$ cat src/rtl/mlc_pkg.sv
// Package for the motion light controller: widths, register indexes,
// timing constants and the drive scaling function.
// No dependencies; used by the top level and its checker.
`timescale 1ns / 1ps

package mlc_pkg;

  // Level scale of the ambient sensor and of the PWM output.
  localparam int unsigned LEVEL_FULL = 1023;
  localparam int unsigned PWM_MAX    = 1023;

  // Field widths.
  localparam int unsigned TIME_W  = 32;
  localparam int unsigned LEVEL_W = 10;
  localparam int unsigned RUN_W   = 8;
  localparam int unsigned HOLD_W  = 16;
  localparam int unsigned CLICK_W = 3;
  localparam int unsigned WIN_W   = 26;
  localparam int unsigned CFG_IDX_W  = 3;
  localparam int unsigned CFG_DATA_W = 16;
  localparam int unsigned IN_DATA_W  = 48;
  localparam int unsigned OUT_DATA_W = 40;

  // Bit positions in the result word.
  localparam int unsigned OUT_DRIVE_POS = 0;
  localparam int unsigned OUT_LAMP_POS  = 10;
  localparam int unsigned OUT_LONG_POS  = 11;
  localparam int unsigned OUT_DIM_POS   = 12;
  localparam int unsigned OUT_HOLD_POS  = 13;
  localparam int unsigned OUT_LOW_POS   = 14;
  localparam int unsigned OUT_HIGH_POS  = 24;

  // Timing constants in milliseconds.
  localparam int unsigned SECOND_MS    = 1000;
  localparam int unsigned MINUTE_MS    = 60 * 1000;
  localparam int unsigned MODE_WAIT_MS = 2 * 60 * 1000;

  // Threshold widening step and ceiling (limit_high + step stays below 0.9 * LEVEL_FULL).
  localparam int unsigned WIDEN_STEP  = 10;
  localparam int unsigned WIDEN_LIMIT = LEVEL_FULL * 9;

  // Button press level: ambient above 0.95 * LEVEL_FULL.
  localparam int unsigned PRESS_LIMIT = LEVEL_FULL * 19;

  // Click counts that select a mode.
  localparam int unsigned CLICK_MAX = 7;
  localparam logic [CLICK_W-1:0] CLICKS_NORMAL = 3'd1;
  localparam logic [CLICK_W-1:0] CLICKS_LONG   = 3'd2;
  localparam logic [CLICK_W-1:0] CLICKS_DIM    = 3'd3;

  // Reset values of the configuration registers.
  localparam logic [LEVEL_W-1:0] BRIGHT_RST  = 10'd1023;
  localparam logic [LEVEL_W-1:0] DIM_RST     = 10'd300;
  localparam logic [LEVEL_W-1:0] LOW_RST     = 10'd200;
  localparam logic [LEVEL_W-1:0] HIGH_RST    = 10'd400;
  localparam logic [RUN_W-1:0]   RUN_RST     = 8'd2;
  localparam logic [HOLD_W-1:0]  HOLD_RST    = 16'd45;
  localparam logic [LEVEL_W-1:0] LONG_RST    = 10'd5;

  // Configuration register indexes.
  typedef enum logic [CFG_IDX_W-1:0] {
    REG_BRIGHT_LEVEL        = 3'd0,
    REG_DIM_LEVEL           = 3'd1,
    REG_THRESHOLD_LOW_INIT  = 3'd2,
    REG_THRESHOLD_HIGH_INIT = 3'd3,
    REG_MOTION_RUN_NEEDED   = 3'd4,
    REG_HOLD_SECONDS        = 3'd5,
    REG_LONG_HOLD_MINUTES   = 3'd6
  } cfg_idx_t;

  // Drive scaling lvl * PWM_MAX / LEVEL_FULL as one multiply by a reciprocal.
  // With a 31-bit shift the quotient is exact for every 20-bit numerator.
  localparam int unsigned DRV_SHIFT = 31;
  localparam int unsigned DRV_MUL_W = 35;
  localparam int unsigned DRV_PROD_W = DRV_MUL_W + LEVEL_W;
  localparam longint unsigned DRV_RECIP =
      ((64'd1 << DRV_SHIFT) + LEVEL_FULL - 1) / LEVEL_FULL;
  localparam longint unsigned DRV_MUL = DRV_RECIP * PWM_MAX;

  function automatic logic [LEVEL_W-1:0] scale_drive(input logic [LEVEL_W-1:0] lvl);
    logic [LEVEL_W-1:0]    clamped;
    logic [DRV_PROD_W-1:0] prod;
    clamped = (lvl > LEVEL_W'(LEVEL_FULL)) ? LEVEL_W'(LEVEL_FULL) : lvl;
    prod = DRV_PROD_W'(clamped) * DRV_PROD_W'(DRV_MUL);
    return prod[DRV_SHIFT +: LEVEL_W];
  endfunction

endpackage

$ cat src/rtl/motion_light_controller.sv
// Motion light controller top level: input register, per-tick update logic,
// result register and configuration registers. Depends on mlc_pkg.
`timescale 1ns / 1ps

// One tick word in gives one result word out. A word accepted on in_* is
// held in an input register and is worked off by a single pass of
// compare-and-update logic into the result register, so the block takes one
// word per cycle while out_tready is high, and a result word is shown on
// out_* once that pass has written the result register. The input side keeps
// accepting while a result waits on out_*; only a full input register with a
// stalled result holds in_tready low. Configuration writes on cfg_* are always
// taken and should be made while no tick is in flight.
module motion_light_controller (
  input  logic                              clk,
  input  logic                              rst_n,
  // Tick words. tdata: now_ms[31:0], motion_high[32], ambient_level[42:33].
  input  logic                              in_tvalid,
  output logic                              in_tready,
  input  logic [mlc_pkg::IN_DATA_W-1:0]     in_tdata,
  // Result words. tdata: drive_level[9:0], lamp_on[10], long_mode[11],
  // dim_mode[12], hold_request[13], limit_low_now[23:14], limit_high_now[33:24].
  output logic                              out_tvalid,
  input  logic                              out_tready,
  output logic [mlc_pkg::OUT_DATA_W-1:0]    out_tdata,
  // Configuration writes.
  input  logic                              cfg_valid,
  output logic                              cfg_ready,
  input  logic [mlc_pkg::CFG_IDX_W-1:0]     cfg_index,
  input  logic [mlc_pkg::CFG_DATA_W-1:0]    cfg_data
);

  localparam int unsigned TW = mlc_pkg::TIME_W;
  localparam int unsigned LW = mlc_pkg::LEVEL_W;

  // Handshake and pipeline control.
  logic in_valid_r, out_valid_r;
  logic advance, in_accept, cfg_write;

  // Input register.
  logic [TW-1:0] in_now_r;
  logic          in_motion_r;
  logic [LW-1:0] in_amb_r;

  // Configuration registers.
  logic [LW-1:0]                  bright_r, dim_r;
  logic [mlc_pkg::RUN_W-1:0]      run_need_r;
  logic [mlc_pkg::HOLD_W-1:0]     hold_sec_r;
  logic [LW-1:0]                  long_min_r;

  // Controller state and next values.
  logic [mlc_pkg::RUN_W-1:0]   motion_run_r, motion_run_nxt;
  logic [TW-1:0]               last_motion_r, last_motion_nxt;
  logic [TW-1:0]               bright_motion_r, bright_motion_nxt;
  logic                        lamp_r, lamp_nxt;
  logic [LW-1:0]               active_limit_r, active_limit_nxt;
  logic [LW-1:0]               limit_low_r, limit_low_nxt;
  logic [LW-1:0]               limit_high_r, limit_high_nxt;
  logic [1:0]                  fast_toggles_r, fast_toggles_nxt;
  logic [TW-1:0]               last_toggle_r, last_toggle_nxt;
  logic [TW-1:0]               mode_set_r, mode_set_nxt;
  logic [TW-1:0]               press_start_r, press_start_nxt;
  logic [TW-1:0]               last_click_r, last_click_nxt;
  logic [mlc_pkg::CLICK_W-1:0] click_count_r, click_count_nxt;
  logic                        long_r, long_nxt;
  logic                        dimf_r, dimf_nxt;

  // Result register.
  logic [mlc_pkg::OUT_DATA_W-1:0] out_data_r, out_data_nxt;

  // Per-tick working values.
  logic                        stuck, onset, lamp_req, pressed, hold_req;
  logic [mlc_pkg::WIN_W-1:0]   win_norm, win_long, window;
  logic [TW:0]                 now_x;
  logic [LW-1:0]               drive;
  logic [1:0]                  toggles_inc;
  logic [LW:0]                 high_plus;
  logic [TW-1:0]               press_age, mode_age;

  assign advance   = in_valid_r && (!out_valid_r || out_tready);
  assign in_tready = !in_valid_r || advance;
  assign in_accept = in_tvalid && in_tready;
  assign cfg_ready = 1'b1;
  assign cfg_write = cfg_valid && cfg_ready;

  assign out_tvalid = out_valid_r;
  assign out_tdata  = out_data_r;

  // Hold windows in milliseconds for normal and long mode.
  assign win_norm = mlc_pkg::WIN_W'(hold_sec_r) * mlc_pkg::WIN_W'(mlc_pkg::SECOND_MS);
  assign win_long = mlc_pkg::WIN_W'(long_min_r) * mlc_pkg::WIN_W'(mlc_pkg::MINUTE_MS);
  assign now_x    = {1'b0, in_now_r};

  // Next state and result for the tick in the input register.
  always_comb begin
    // Motion qualification.
    stuck = in_motion_r && (motion_run_r == {mlc_pkg::RUN_W{1'b1}});
    if (!in_motion_r) begin
      motion_run_nxt = '0;
    end else if (motion_run_r == {mlc_pkg::RUN_W{1'b1}}) begin
      motion_run_nxt = motion_run_r;
    end else begin
      motion_run_nxt = motion_run_r + 1'b1;
    end
    onset = (motion_run_nxt == run_need_r) && !stuck;
    last_motion_nxt   = (motion_run_nxt >= run_need_r) ? in_now_r : last_motion_r;
    bright_motion_nxt = bright_motion_r;
    if (!in_motion_r && (bright_motion_r != '0)) begin
      bright_motion_nxt = '0;
      last_motion_nxt   = '0;
    end

    // Lamp request from ambient level and the hold window.
    window   = long_r ? win_long : win_norm;
    lamp_req = 1'b0;
    if (in_amb_r > active_limit_r) begin
      if (onset) begin
        bright_motion_nxt = in_now_r;
      end
    end else begin
      lamp_req = (last_motion_nxt != '0) && (bright_motion_nxt == '0) &&
                 (now_x < ({1'b0, last_motion_nxt} + (TW+1)'(window)));
    end

    // Lamp switching, hysteresis and threshold widening on fast toggles.
    drive = lamp_req ? mlc_pkg::scale_drive(dimf_r ? dim_r : bright_r) : '0;
    active_limit_nxt = lamp_req ? limit_high_r : limit_low_r;
    mode_set_nxt = mode_set_r;
    if (lamp_r && !lamp_req && (long_r || dimf_r)) begin
      mode_set_nxt = in_now_r;
    end
    lamp_nxt         = lamp_r;
    fast_toggles_nxt = fast_toggles_r;
    last_toggle_nxt  = last_toggle_r;
    limit_low_nxt    = limit_low_r;
    limit_high_nxt   = limit_high_r;
    toggles_inc      = fast_toggles_r + 2'd1;
    high_plus        = {1'b0, limit_high_r} + (LW+1)'(mlc_pkg::WIDEN_STEP);
    if (lamp_r != lamp_req) begin
      lamp_nxt = lamp_req;
      if (now_x < ({1'b0, last_toggle_r} + (TW+1)'(mlc_pkg::SECOND_MS))) begin
        if (toggles_inc >= 2'd2) begin
          if ((15'(high_plus) * 15'd10) < 15'(mlc_pkg::WIDEN_LIMIT)) begin
            limit_high_nxt = high_plus[LW-1:0];
          end else if (limit_low_r >= LW'(mlc_pkg::WIDEN_STEP)) begin
            limit_low_nxt = limit_low_r - LW'(mlc_pkg::WIDEN_STEP);
          end
          fast_toggles_nxt = '0;
        end else begin
          fast_toggles_nxt = toggles_inc;
        end
      end else begin
        fast_toggles_nxt = '0;
      end
      last_toggle_nxt = in_now_r;
    end

    // Button decoding on a very bright ambient level.
    pressed         = (15'(in_amb_r) * 15'd20) > 15'(mlc_pkg::PRESS_LIMIT);
    press_age       = in_now_r - press_start_r;
    press_start_nxt = press_start_r;
    last_click_nxt  = last_click_r;
    click_count_nxt = click_count_r;
    long_nxt        = long_r;
    dimf_nxt        = dimf_r;
    hold_req        = 1'b0;
    if (pressed) begin
      if (press_start_r == '0) begin
        press_start_nxt = in_now_r;
      end else if (now_x > ({1'b0, press_start_r} + (TW+1)'(mlc_pkg::SECOND_MS))) begin
        hold_req = 1'b1;
      end
    end else if (press_start_r != '0) begin
      if (press_age < TW'(mlc_pkg::SECOND_MS)) begin
        if (click_count_r < mlc_pkg::CLICK_W'(mlc_pkg::CLICK_MAX)) begin
          click_count_nxt = click_count_r + 1'b1;
        end
        last_click_nxt = in_now_r;
      end
      press_start_nxt = '0;
    end else if ((last_click_r != '0) &&
                 (now_x > ({1'b0, last_click_r} + (TW+1)'(mlc_pkg::SECOND_MS)))) begin
      case (click_count_r)
        mlc_pkg::CLICKS_NORMAL: begin
          long_nxt = 1'b0;
          dimf_nxt = 1'b0;
        end
        mlc_pkg::CLICKS_LONG: long_nxt = 1'b1;
        mlc_pkg::CLICKS_DIM:  dimf_nxt = 1'b1;
        default: ;
      endcase
      mode_set_nxt    = (long_nxt || dimf_nxt) ? in_now_r : '0;
      last_click_nxt  = '0;
      click_count_nxt = '0;
    end

    // Modes fall back to normal a while after the lamp went off.
    mode_age = in_now_r - mode_set_nxt;
    if (!lamp_nxt && (mode_set_nxt != '0) && (in_now_r > mode_set_nxt) &&
        (mode_age > TW'(mlc_pkg::MODE_WAIT_MS))) begin
      long_nxt     = 1'b0;
      dimf_nxt     = 1'b0;
      mode_set_nxt = '0;
    end

    // Result word.
    out_data_nxt = '0;
    out_data_nxt[mlc_pkg::OUT_DRIVE_POS +: LW] = drive;
    out_data_nxt[mlc_pkg::OUT_LAMP_POS]        = lamp_nxt;
    out_data_nxt[mlc_pkg::OUT_LONG_POS]        = long_nxt;
    out_data_nxt[mlc_pkg::OUT_DIM_POS]         = dimf_nxt;
    out_data_nxt[mlc_pkg::OUT_HOLD_POS]        = hold_req;
    out_data_nxt[mlc_pkg::OUT_LOW_POS +: LW]   = limit_low_nxt;
    out_data_nxt[mlc_pkg::OUT_HIGH_POS +: LW]  = limit_high_nxt;
  end

  // Handshake flags.
  always_ff @(posedge clk) begin
    if (!rst_n) begin
      in_valid_r  <= 1'b0;
      out_valid_r <= 1'b0;
    end else begin
      if (in_accept) begin
        in_valid_r <= 1'b1;
      end else if (advance) begin
        in_valid_r <= 1'b0;
      end
      if (advance) begin
        out_valid_r <= 1'b1;
      end else if (out_tready) begin
        out_valid_r <= 1'b0;
      end
    end
  end

  // Input and result payload registers.
  always_ff @(posedge clk) begin
    if (in_accept) begin
      in_now_r    <= in_tdata[TW-1:0];
      in_motion_r <= in_tdata[TW];
      in_amb_r    <= in_tdata[TW+1 +: LW];
    end
    if (advance) begin
      out_data_r <= out_data_nxt;
    end
  end

  // Configuration registers and controller state.
  always_ff @(posedge clk) begin
    if (!rst_n) begin
      bright_r        <= mlc_pkg::BRIGHT_RST;
      dim_r           <= mlc_pkg::DIM_RST;
      run_need_r      <= mlc_pkg::RUN_RST;
      hold_sec_r      <= mlc_pkg::HOLD_RST;
      long_min_r      <= mlc_pkg::LONG_RST;
      motion_run_r    <= '0;
      last_motion_r   <= '0;
      bright_motion_r <= '0;
      lamp_r          <= 1'b0;
      active_limit_r  <= mlc_pkg::LOW_RST;
      limit_low_r     <= mlc_pkg::LOW_RST;
      limit_high_r    <= mlc_pkg::HIGH_RST;
      fast_toggles_r  <= '0;
      last_toggle_r   <= '0;
      mode_set_r      <= '0;
      press_start_r   <= '0;
      last_click_r    <= '0;
      click_count_r   <= '0;
      long_r          <= 1'b0;
      dimf_r          <= 1'b0;
    end else if (cfg_write) begin
      case (mlc_pkg::cfg_idx_t'(cfg_index))
        mlc_pkg::REG_BRIGHT_LEVEL: bright_r <= cfg_data[LW-1:0];
        mlc_pkg::REG_DIM_LEVEL:    dim_r    <= cfg_data[LW-1:0];
        mlc_pkg::REG_THRESHOLD_LOW_INIT: begin
          limit_low_r    <= cfg_data[LW-1:0];
          active_limit_r <= cfg_data[LW-1:0];
        end
        mlc_pkg::REG_THRESHOLD_HIGH_INIT: limit_high_r <= cfg_data[LW-1:0];
        mlc_pkg::REG_MOTION_RUN_NEEDED:   run_need_r   <= cfg_data[mlc_pkg::RUN_W-1:0];
        mlc_pkg::REG_HOLD_SECONDS:        hold_sec_r   <= cfg_data;
        mlc_pkg::REG_LONG_HOLD_MINUTES:   long_min_r   <= cfg_data[LW-1:0];
        default: ;
      endcase
    end else if (advance) begin
      motion_run_r    <= motion_run_nxt;
      last_motion_r   <= last_motion_nxt;
      bright_motion_r <= bright_motion_nxt;
      lamp_r          <= lamp_nxt;
      active_limit_r  <= active_limit_nxt;
      limit_low_r     <= limit_low_nxt;
      limit_high_r    <= limit_high_nxt;
      fast_toggles_r  <= fast_toggles_nxt;
      last_toggle_r   <= last_toggle_nxt;
      mode_set_r      <= mode_set_nxt;
      press_start_r   <= press_start_nxt;
      last_click_r    <= last_click_nxt;
      click_count_r   <= click_count_nxt;
      long_r          <= long_nxt;
      dimf_r          <= dimf_nxt;
    end
  end

endmodule

$ cat config.mk
export PLATFORM = sky130hd
export DESIGN_NAME = motion_light_controller
export DESIGN_NICKNAME = d
export VERILOG_FILES = /design/src/rtl/mlc_pkg.sv /design/src/rtl/motion_light_controller.sv
export SDC_FILE = /design/constraint.sdc
export NUM_CORES = 2
export LEC_CHECK = 0
export ABC_AREA = 1
export BUFFER_PORTS_ARGS = -buffer_cell sky130_fd_sc_hd__buf_2
export CORE_ASPECT_RATIO = 1.1
export CORE_MARGIN = 3
export CORE_UTILIZATION = 50
export CTS_CLUSTER_SIZE = 20
export DETAILED_ROUTE_END_ITERATION = 10
export PLACE_DENSITY = 0.69
export REMOVE_ABC_BUFFERS = 1
export SKIP_CTS_REPAIR_TIMING = 1
export SLEW_MARGIN = 25
export SYNTH_ARGS = -nofsm -noshare
export SYNTH_HDL_FRONTEND = slang
export SYNTH_SLANG_ARGS = --single-unit
export TNS_END_PERCENT = 50
$ cat constraint.sdc
create_clock -name clk -period 21.9 [get_ports clk]
set_clock_uncertainty 0.2 [all_clocks]
set_input_delay 3.285 -clock clk [delete_from_list [all_inputs] [get_ports clk]]
set_output_delay 3.285 -clock clk [all_outputs]
set_load 0.01 [all_outputs]
# Word level (Yosys, flattened, before mapping)
# Cells that the tools add are included.
[word_totals]
regBits = 371
in_bits = 72
out_inout_bits = 43
wordCells = 196
[classes]
n_addsub = 11
mul = 5
n_lt_le_gt_ge = 15
n_eq_ne = 17
mux = 69
n_bitwise = 2
n_reduce_logical = 49
[op_table]
columns = ["op", "n"]
rows = [
  ["two-way mux 32 bit", 17],
  ["two-way mux 10 bit", 20],
  ["nonzero test 32 bit", 5],
  ["adder 32 x 10 -> 33 bit, second input constant", 3],
  ["greater-than comparator 32 x 33 -> 1 bit", 2],
  ["less-than comparator 32 x 33 -> 1 bit", 2],
  ["logical NOT 32 bit", 2],
  ["subtractor 32 bit", 2],
  ["multiplier 10 x 32 -> 41 bit, second input constant", 1],
  ["adder 32 x 26 -> 33 bit", 1],
  ["greater-than comparator 32 x 17 -> 1 bit, second input constant", 1],
  ["greater-than comparator 32 bit", 1],
  ["less-than comparator 32 x 10 -> 1 bit, second input constant", 1],
  ["two-way mux 26 bit", 1],
  ["multiplier 16 x 7 -> 23 bit, second input constant", 1],
  ["multiplier 10 x 11 -> 21 bit, second input constant", 1],
  ["two-way mux 1 bit", 21],
  ["two-way mux 8 bit", 2],
  ["AND reduction 2 bit", 8],
  ["greater-than comparator 15 bit, second input constant", 1],
  ["less-than comparator 15 x 14 -> 1 bit, second input constant", 1],
  ["multiplier 11 x 3 -> 14 bit, second input constant", 1],
  ["logical AND 1 bit", 13],
  ["multiplier 10 x 3 -> 13 bit, second input constant", 1],
  ["31 further kinds", 59],
]

# Longest topological paths before layout
[depth]
depth_word = 22
depth_mapped = 82
mapped_depth_nobuf = 77

# Worst setup path after synthesis
# No wires, ideal clock.
[synth_path]
path_type = "flip-flop to flip-flop"
startpoint = "register long_min_r[8]"
endpoint = "register mode_set_r[10]"
setup_ns = 0.132
arrival_ns = 10.770
t_required_ns = 21.568
slack_ns = 10.798
stages_incl_launch_ff = 79
n_path_buf = 5
period_less_slack_ns = 11.102
cell_sequence = "dfxtp_1 -> inv_1 -> ha_1 -> fa_1 -> fa_1 -> inv_1 -> fa_1 -> inv_1 -> fa_1 -> inv_1 -> ha_1 -> nand2_1 -> nor3_1 -> inv_1 -> o221ai_1 -> a31oi_1 -> nor2_1 -> nor2_1 -> [... 43 more ...] -> o21ai_1 -> nand2_1 -> nand2_1 -> a21boi_0 -> inv_1 -> nand2_1 -> nand2_1 -> nor2_1 -> nand2_1 -> nor2_1 -> nand3_1 -> nand2_1 -> nand2_1 -> nor2_2 -> nand2_4 -> buf_6 -> nand2_1 -> a21oi_1"
[synth_between]
elab_chain_cells = 18
word_cells_on_any_way = 24
cone_classes = "add/sub (2); mul (1); order compare (3); eq/ne (1); mux (8); reduce/logical (9)"
[synth_lines]
columns = ["item", "line_no", "text"]
rows = [
  ["start, declared", "motion_light_controller.sv:48", "logic [LW-1:0] long_min_r;"],
  ["start signal, assigned", "motion_light_controller.sv:254", "long_min_r <= mlc_pkg::LONG_RST;"],
  ["start signal, assigned", "motion_light_controller.sv:281", "mlc_pkg::REG_LONG_HOLD_MINUTES: long_min_r <= cfg_data[LW-1:0];"],
  ["multiplier 10 x 11 -> 21 bit *", "motion_light_controller.sv:90", "assign win_long = mlc_pkg::WIN_W'(long_min_r) * mlc_pkg::WIN_W'(mlc_pkg::MINUTE_MS);"],
  ["two-way mux 26 bit *", "motion_light_controller.sv:113", "window = long_r ? win_long : win_norm;"],
  ["adder 32 x 26 -> 33 bit *", "motion_light_controller.sv:121", "(now_x < ({1'b0, last_motion_nxt} + (TW+1)'(window)));"],
  ["less-than comparator 32 x 33 -> 1 bit *", "motion_light_controller.sv:121", ""],
  ["logical AND 1 bit *", "motion_light_controller.sv:120", "lamp_req = (last_motion_nxt != '0) && (bright_motion_nxt == '0) &&"],
  ["two-way mux 1 bit *", "motion_light_controller.sv:115", "if (in_amb_r > active_limit_r) begin"],
  ["branches (longest 11 deep; another with subtractor 32 bit)", "--", ""],
  ["two-way mux 32 bit *", "motion_light_controller.sv:198", "if (!lamp_nxt && (mode_set_nxt != '0) && (in_now_r > mode_set_nxt) &&"],
  ["end signal, assigned", "motion_light_controller.sv:294", "mode_set_r <= mode_set_nxt;"],
  ["end, declared", "motion_light_controller.sv:60", "logic [TW-1:0] mode_set_r, mode_set_nxt;"],
]
# Every way passes the cells marked *.
# A chain may end at the register's enable or synchronous reset.

# Worst setup path in the final report
[layout_path]
startpoint = "register long_min_r[8]"
endpoint = "register out_data_r (netlist bit out_tdata[11]), data pin"
[layout_between]
elab_chain_cells = 18
word_cells_on_any_way = 24
cone_classes = "add/sub (2); mul (1); order compare (3); eq/ne (1); mux (8); reduce/logical (9)"
[layout_lines]
columns = ["item", "line_no", "text"]
rows = [
  ["multiplier 10 x 11 -> 21 bit *", "motion_light_controller.sv:90", ""],
  ["two-way mux 26 bit *", "motion_light_controller.sv:113", ""],
  ["adder 32 x 26 -> 33 bit *", "motion_light_controller.sv:121", ""],
  ["less-than comparator 32 x 33 -> 1 bit *", "motion_light_controller.sv:121", ""],
  ["logical AND 1 bit *", "motion_light_controller.sv:120", ""],
  ["two-way mux 1 bit *", "motion_light_controller.sv:115", ""],
  ["branches (longest 10 deep; another with subtractor 32 bit)", "--", ""],
  ["logical AND 1 bit *", "motion_light_controller.sv:198", ""],
  ["two-way mux 1 bit *", "motion_light_controller.sv:198", ""],
  ["net long_nxt", "motion_light_controller.sv:64", "logic long_r, long_nxt;"],
  ["end signal, assigned", "motion_light_controller.sv:243", "out_data_r <= out_data_nxt;"],
  ["end, declared", "motion_light_controller.sv:68", "logic [mlc_pkg::OUT_DATA_W-1:0] out_data_r, out_data_nxt;"],
]
# Mark *: on every way through the listed nets, which the timed path passes.

==> impl_results.md <==
- Run status: complete, no violations
- First-pass GRT wire length: 156600 um
- Root buf cell: clkbuf_16
- MaxCap Viol Count: 0
- Cells after Synth: 4742
- Pre-Repair DR Iteration Count: 5
- CP dominant cell by count: nand2_1
- Largest net degree at the start of global routing: between 100 and 150
- Final hold violations: 0
- Hold depth: 2
- Fraction of registers with async set or reset after synthesis: 0
- Slowest cell delay on critical path: 590 ps
- Vias in the first global route: 29310
- Pwr Density: about 84 nW/um^2
- Placed cell areas: 34540 sq um
- Top cells by area, synth: dfxtp_1, ha_1, nand2_1, a21oi_1, edfxtp_1
- Reg2Reg Depth: 74
- Congestion Overflow GR: 0
- Worst-path clk slew: 60 ps
- Critical-path top delay cell: o21ai_0
- Final Cycle Share: 0.6236
- Synth area leader: dfxtp_1
- Mapped Area: approximately 33000 sq um
- RR Endpoint: out_tdata[11]
- RSZ-0062 raised after global routing: no
- Syn. warnings: 0
- I/O pin count: 115
- Worst Max-Slew Pin Slew: 1067 ps
- FMAX: 73.23 MHz
- DP Worst Slack: 8334 ps
- CTS Buf Count: 44
- Leakage power: 0.01693 uW
- Worst R2R Setup Slack: 8240 ps
- Core area: roughly 65000 sq um
- Avg Cell Area, Syn: roughly 7 sq um
- Routed vias/inst: approximately 5.6
- Worst slew margin: 0.2879
- Final setup viols: 0
- Seq cells post-synth: between 300 and 400
- Synth Flop Type: dfxtp_1
- Avg WL per Cell: 17.34 um
- Cell internal pwr: 1693 uW
- Area Overhead vs Synth: 8.150%
- Period minus WS final: 13660 ps
- Flop pwr share: 0.252
- Sw Pwr: 1328 uW
- Clk buf depth: 3
- Area share of the largest cell type after synthesis: 0.1768
- CTS tree: yes
- Die Height: 276.7 um
- Worst setup SP type: flip-flop
- Peak VDD IR: 77.90 uV
- Top-count cell post-synth: nand2_1
- Netlist cell types: 73
- CTS HTree Levels: 2
- 1st-iter DRT viols: 2408
- Worst EP arrival: 13800 ps
- Count of input and output buffers: between 100 and 150
- Comb pwr share: 0.502
- Remaining DRCs: 0
- Initial Utilization: 0.5085
- Kind of end point of the critical path: flip-flop
- Fillers: 6472
- # nets final: 5348
- Vias after detailed routing: around 32000
- Share of total power in the clock network: 0.246
- Final max-slew violation count: 0
- Clk sink count: 371
- Required time at the worst-slack endpoint: 22050 ps
- Total Routing Usage GR: 0.2768
- Worst reg2reg startpoint: long_min_r[8]
- DIE AREA: 69730 sq um
- GPL Wtd Cong: 0.9361
- Share of layout cells above drive strength 1: 0.05971
- Synth cell count leaders: nand2_1, inv_1, a21oi_1, nor2_1, ha_1
- CP Class: reg2reg
- Post-detail-place hpwl: 70200 um
- Final ANT Viol Nets: 0
- Worst hold start: bright_r[6]
- Seq/Total Area, Yosys: 0.2462
- Worst-path fanout max: 49
- Finished Cell Area: 36010 sq um
- EDFF count, synth: 77
- Die span in x: 252.1 um
- Post-Route WL: 98380 um
- Sw Share: 0.4397
- Hold endpoint: bright_r[6]
- Cell Rows: 98
- Hold Crit Class: reg2reg
- Setup TNS: 0 ps
- Clock latency on the worst-skew pair: between 600 and 700 ps
- Initial antenna violation count: 2
- Post-route setup slack: 8244 ps
-- cells by family after synthesis --
family                     Yosys count  synth area share
and+or+nand+nor                   1963            0.2501
other                                2         0.0002255
xor gates and xnor gates           155           0.04077
DFF                                371            0.2462
AOI/OAI and AO/OA                  967            0.1600
muxes                               25          0.007515
buffers and inverters              771           0.09176
adders and majority gates          488            0.2034
-- metrics by stage --
step / hold slack [ps] / utilization / instances / total power [uW]
after global routing: 282.8 / 0.5500 / 5673 / 3275
final: 256.5 / 0.5500 / 5674 / 3021
after global placement: 236.9 / 0.5275 / 5591 / 2248
after detailed placement: 242.3 / 0.5275 / 5591 / 2264
after floorplan: 208.2 / - / 4592 / 1898
after CTS: 257.9 / 0.5495 / 5672 / 3018
-- routing by layer --
| metal | track usage | routed length, um |
|---|---|---|
| met1 | 0.3909 | 44920 |
| met2 | 0.4367 | 42960 |
| met3 | 0.03785 | 7056 |
| met4 | 0.08920 | 3420 |
| met5 | 0 | 13 |
-- power groups by stage --
stage	registers (uW)	logic, uW	clock network [uW]
2_1_floorplan	776	1120	0
3_3_place_gp	773	1470	0
3_5_place_dp	774	1490	0
4_1_cts	759	1500	757
5_1_grt	764	1730	780
6_report	760	1520	744
-- sequential cells by signal, summed over array words and instances (netlist names), 2 cells and up --
name,flops
click_count_r,3
last_toggle_r,32
hold_sec_r,16
fast_toggles_r,2
bright_motion_r,32
run_need_r,8
long_min_r,10
motion_run_r,8
press_start_r,32
limit_low_r,10
last_motion_r,32
in_now_r,32
active_limit_r,10
in_amb_r,10
out_tdata,34
dim_r,10
limit_high_r,10
bright_r,10
mode_set_r,32
last_click_r,32
-- cell type report --
type	count	area, sq um	area share
antenna	1	2.502	0.00006949
clock inverter	22	254.0	0.007053
timing repair buffer	150	897.1	0.02491
clock buffer	59	1187	0.03297
tap	850	1064	0.02953
inverter	616	2315	0.06428
multi-input combinational	3605	22090	0.6135
sequential	371	8198	0.2276
-- cell usage in the layout, fill, tap and decap left out, types with 23 or more instances in the layout --
master,n
nand2_1,1047
inv_1,603
a21oi_1,492
nor2_1,424
ha_1,399
dfxtp_1,294
o21ai_0,274
nand3_1,244
xor2_1,115
buf_2,101
fa_1,89
edfxtp_1,77
o211ai_1,74
nand4_1,69
nor3_1,56
buf_4,47
clkbuf_16,44
xnor2_1,40
nor4_1,32
mux2i_1,25
nand2_2,23
-- worst max-delay path by stage --
stage | start | end | cells after the start
global placement | long_min_r[8] | out_tdata[11] | 74
floorplan | long_min_r[8] | dimf_r | 73
detailed placement | long_min_r[8] | out_tdata[11] | 74
global route | long_min_r[8] | out_tdata[11] | 74
CTS | long_min_r[8] | out_tdata[11] | 74
finish | long_min_r[8] | out_tdata[11] | 74
-- worst max-delay path: cells and delay by family (launching register included) --
kind            cells  cell delay, ps
compound gates     14            2520
xor+xnor            1             180
fa+ha+maj          11            4430
buf+inv            11            1210
flops               1             530
simple gates       37            4270
Note: power is estimated with default switching activity, not from simulation.
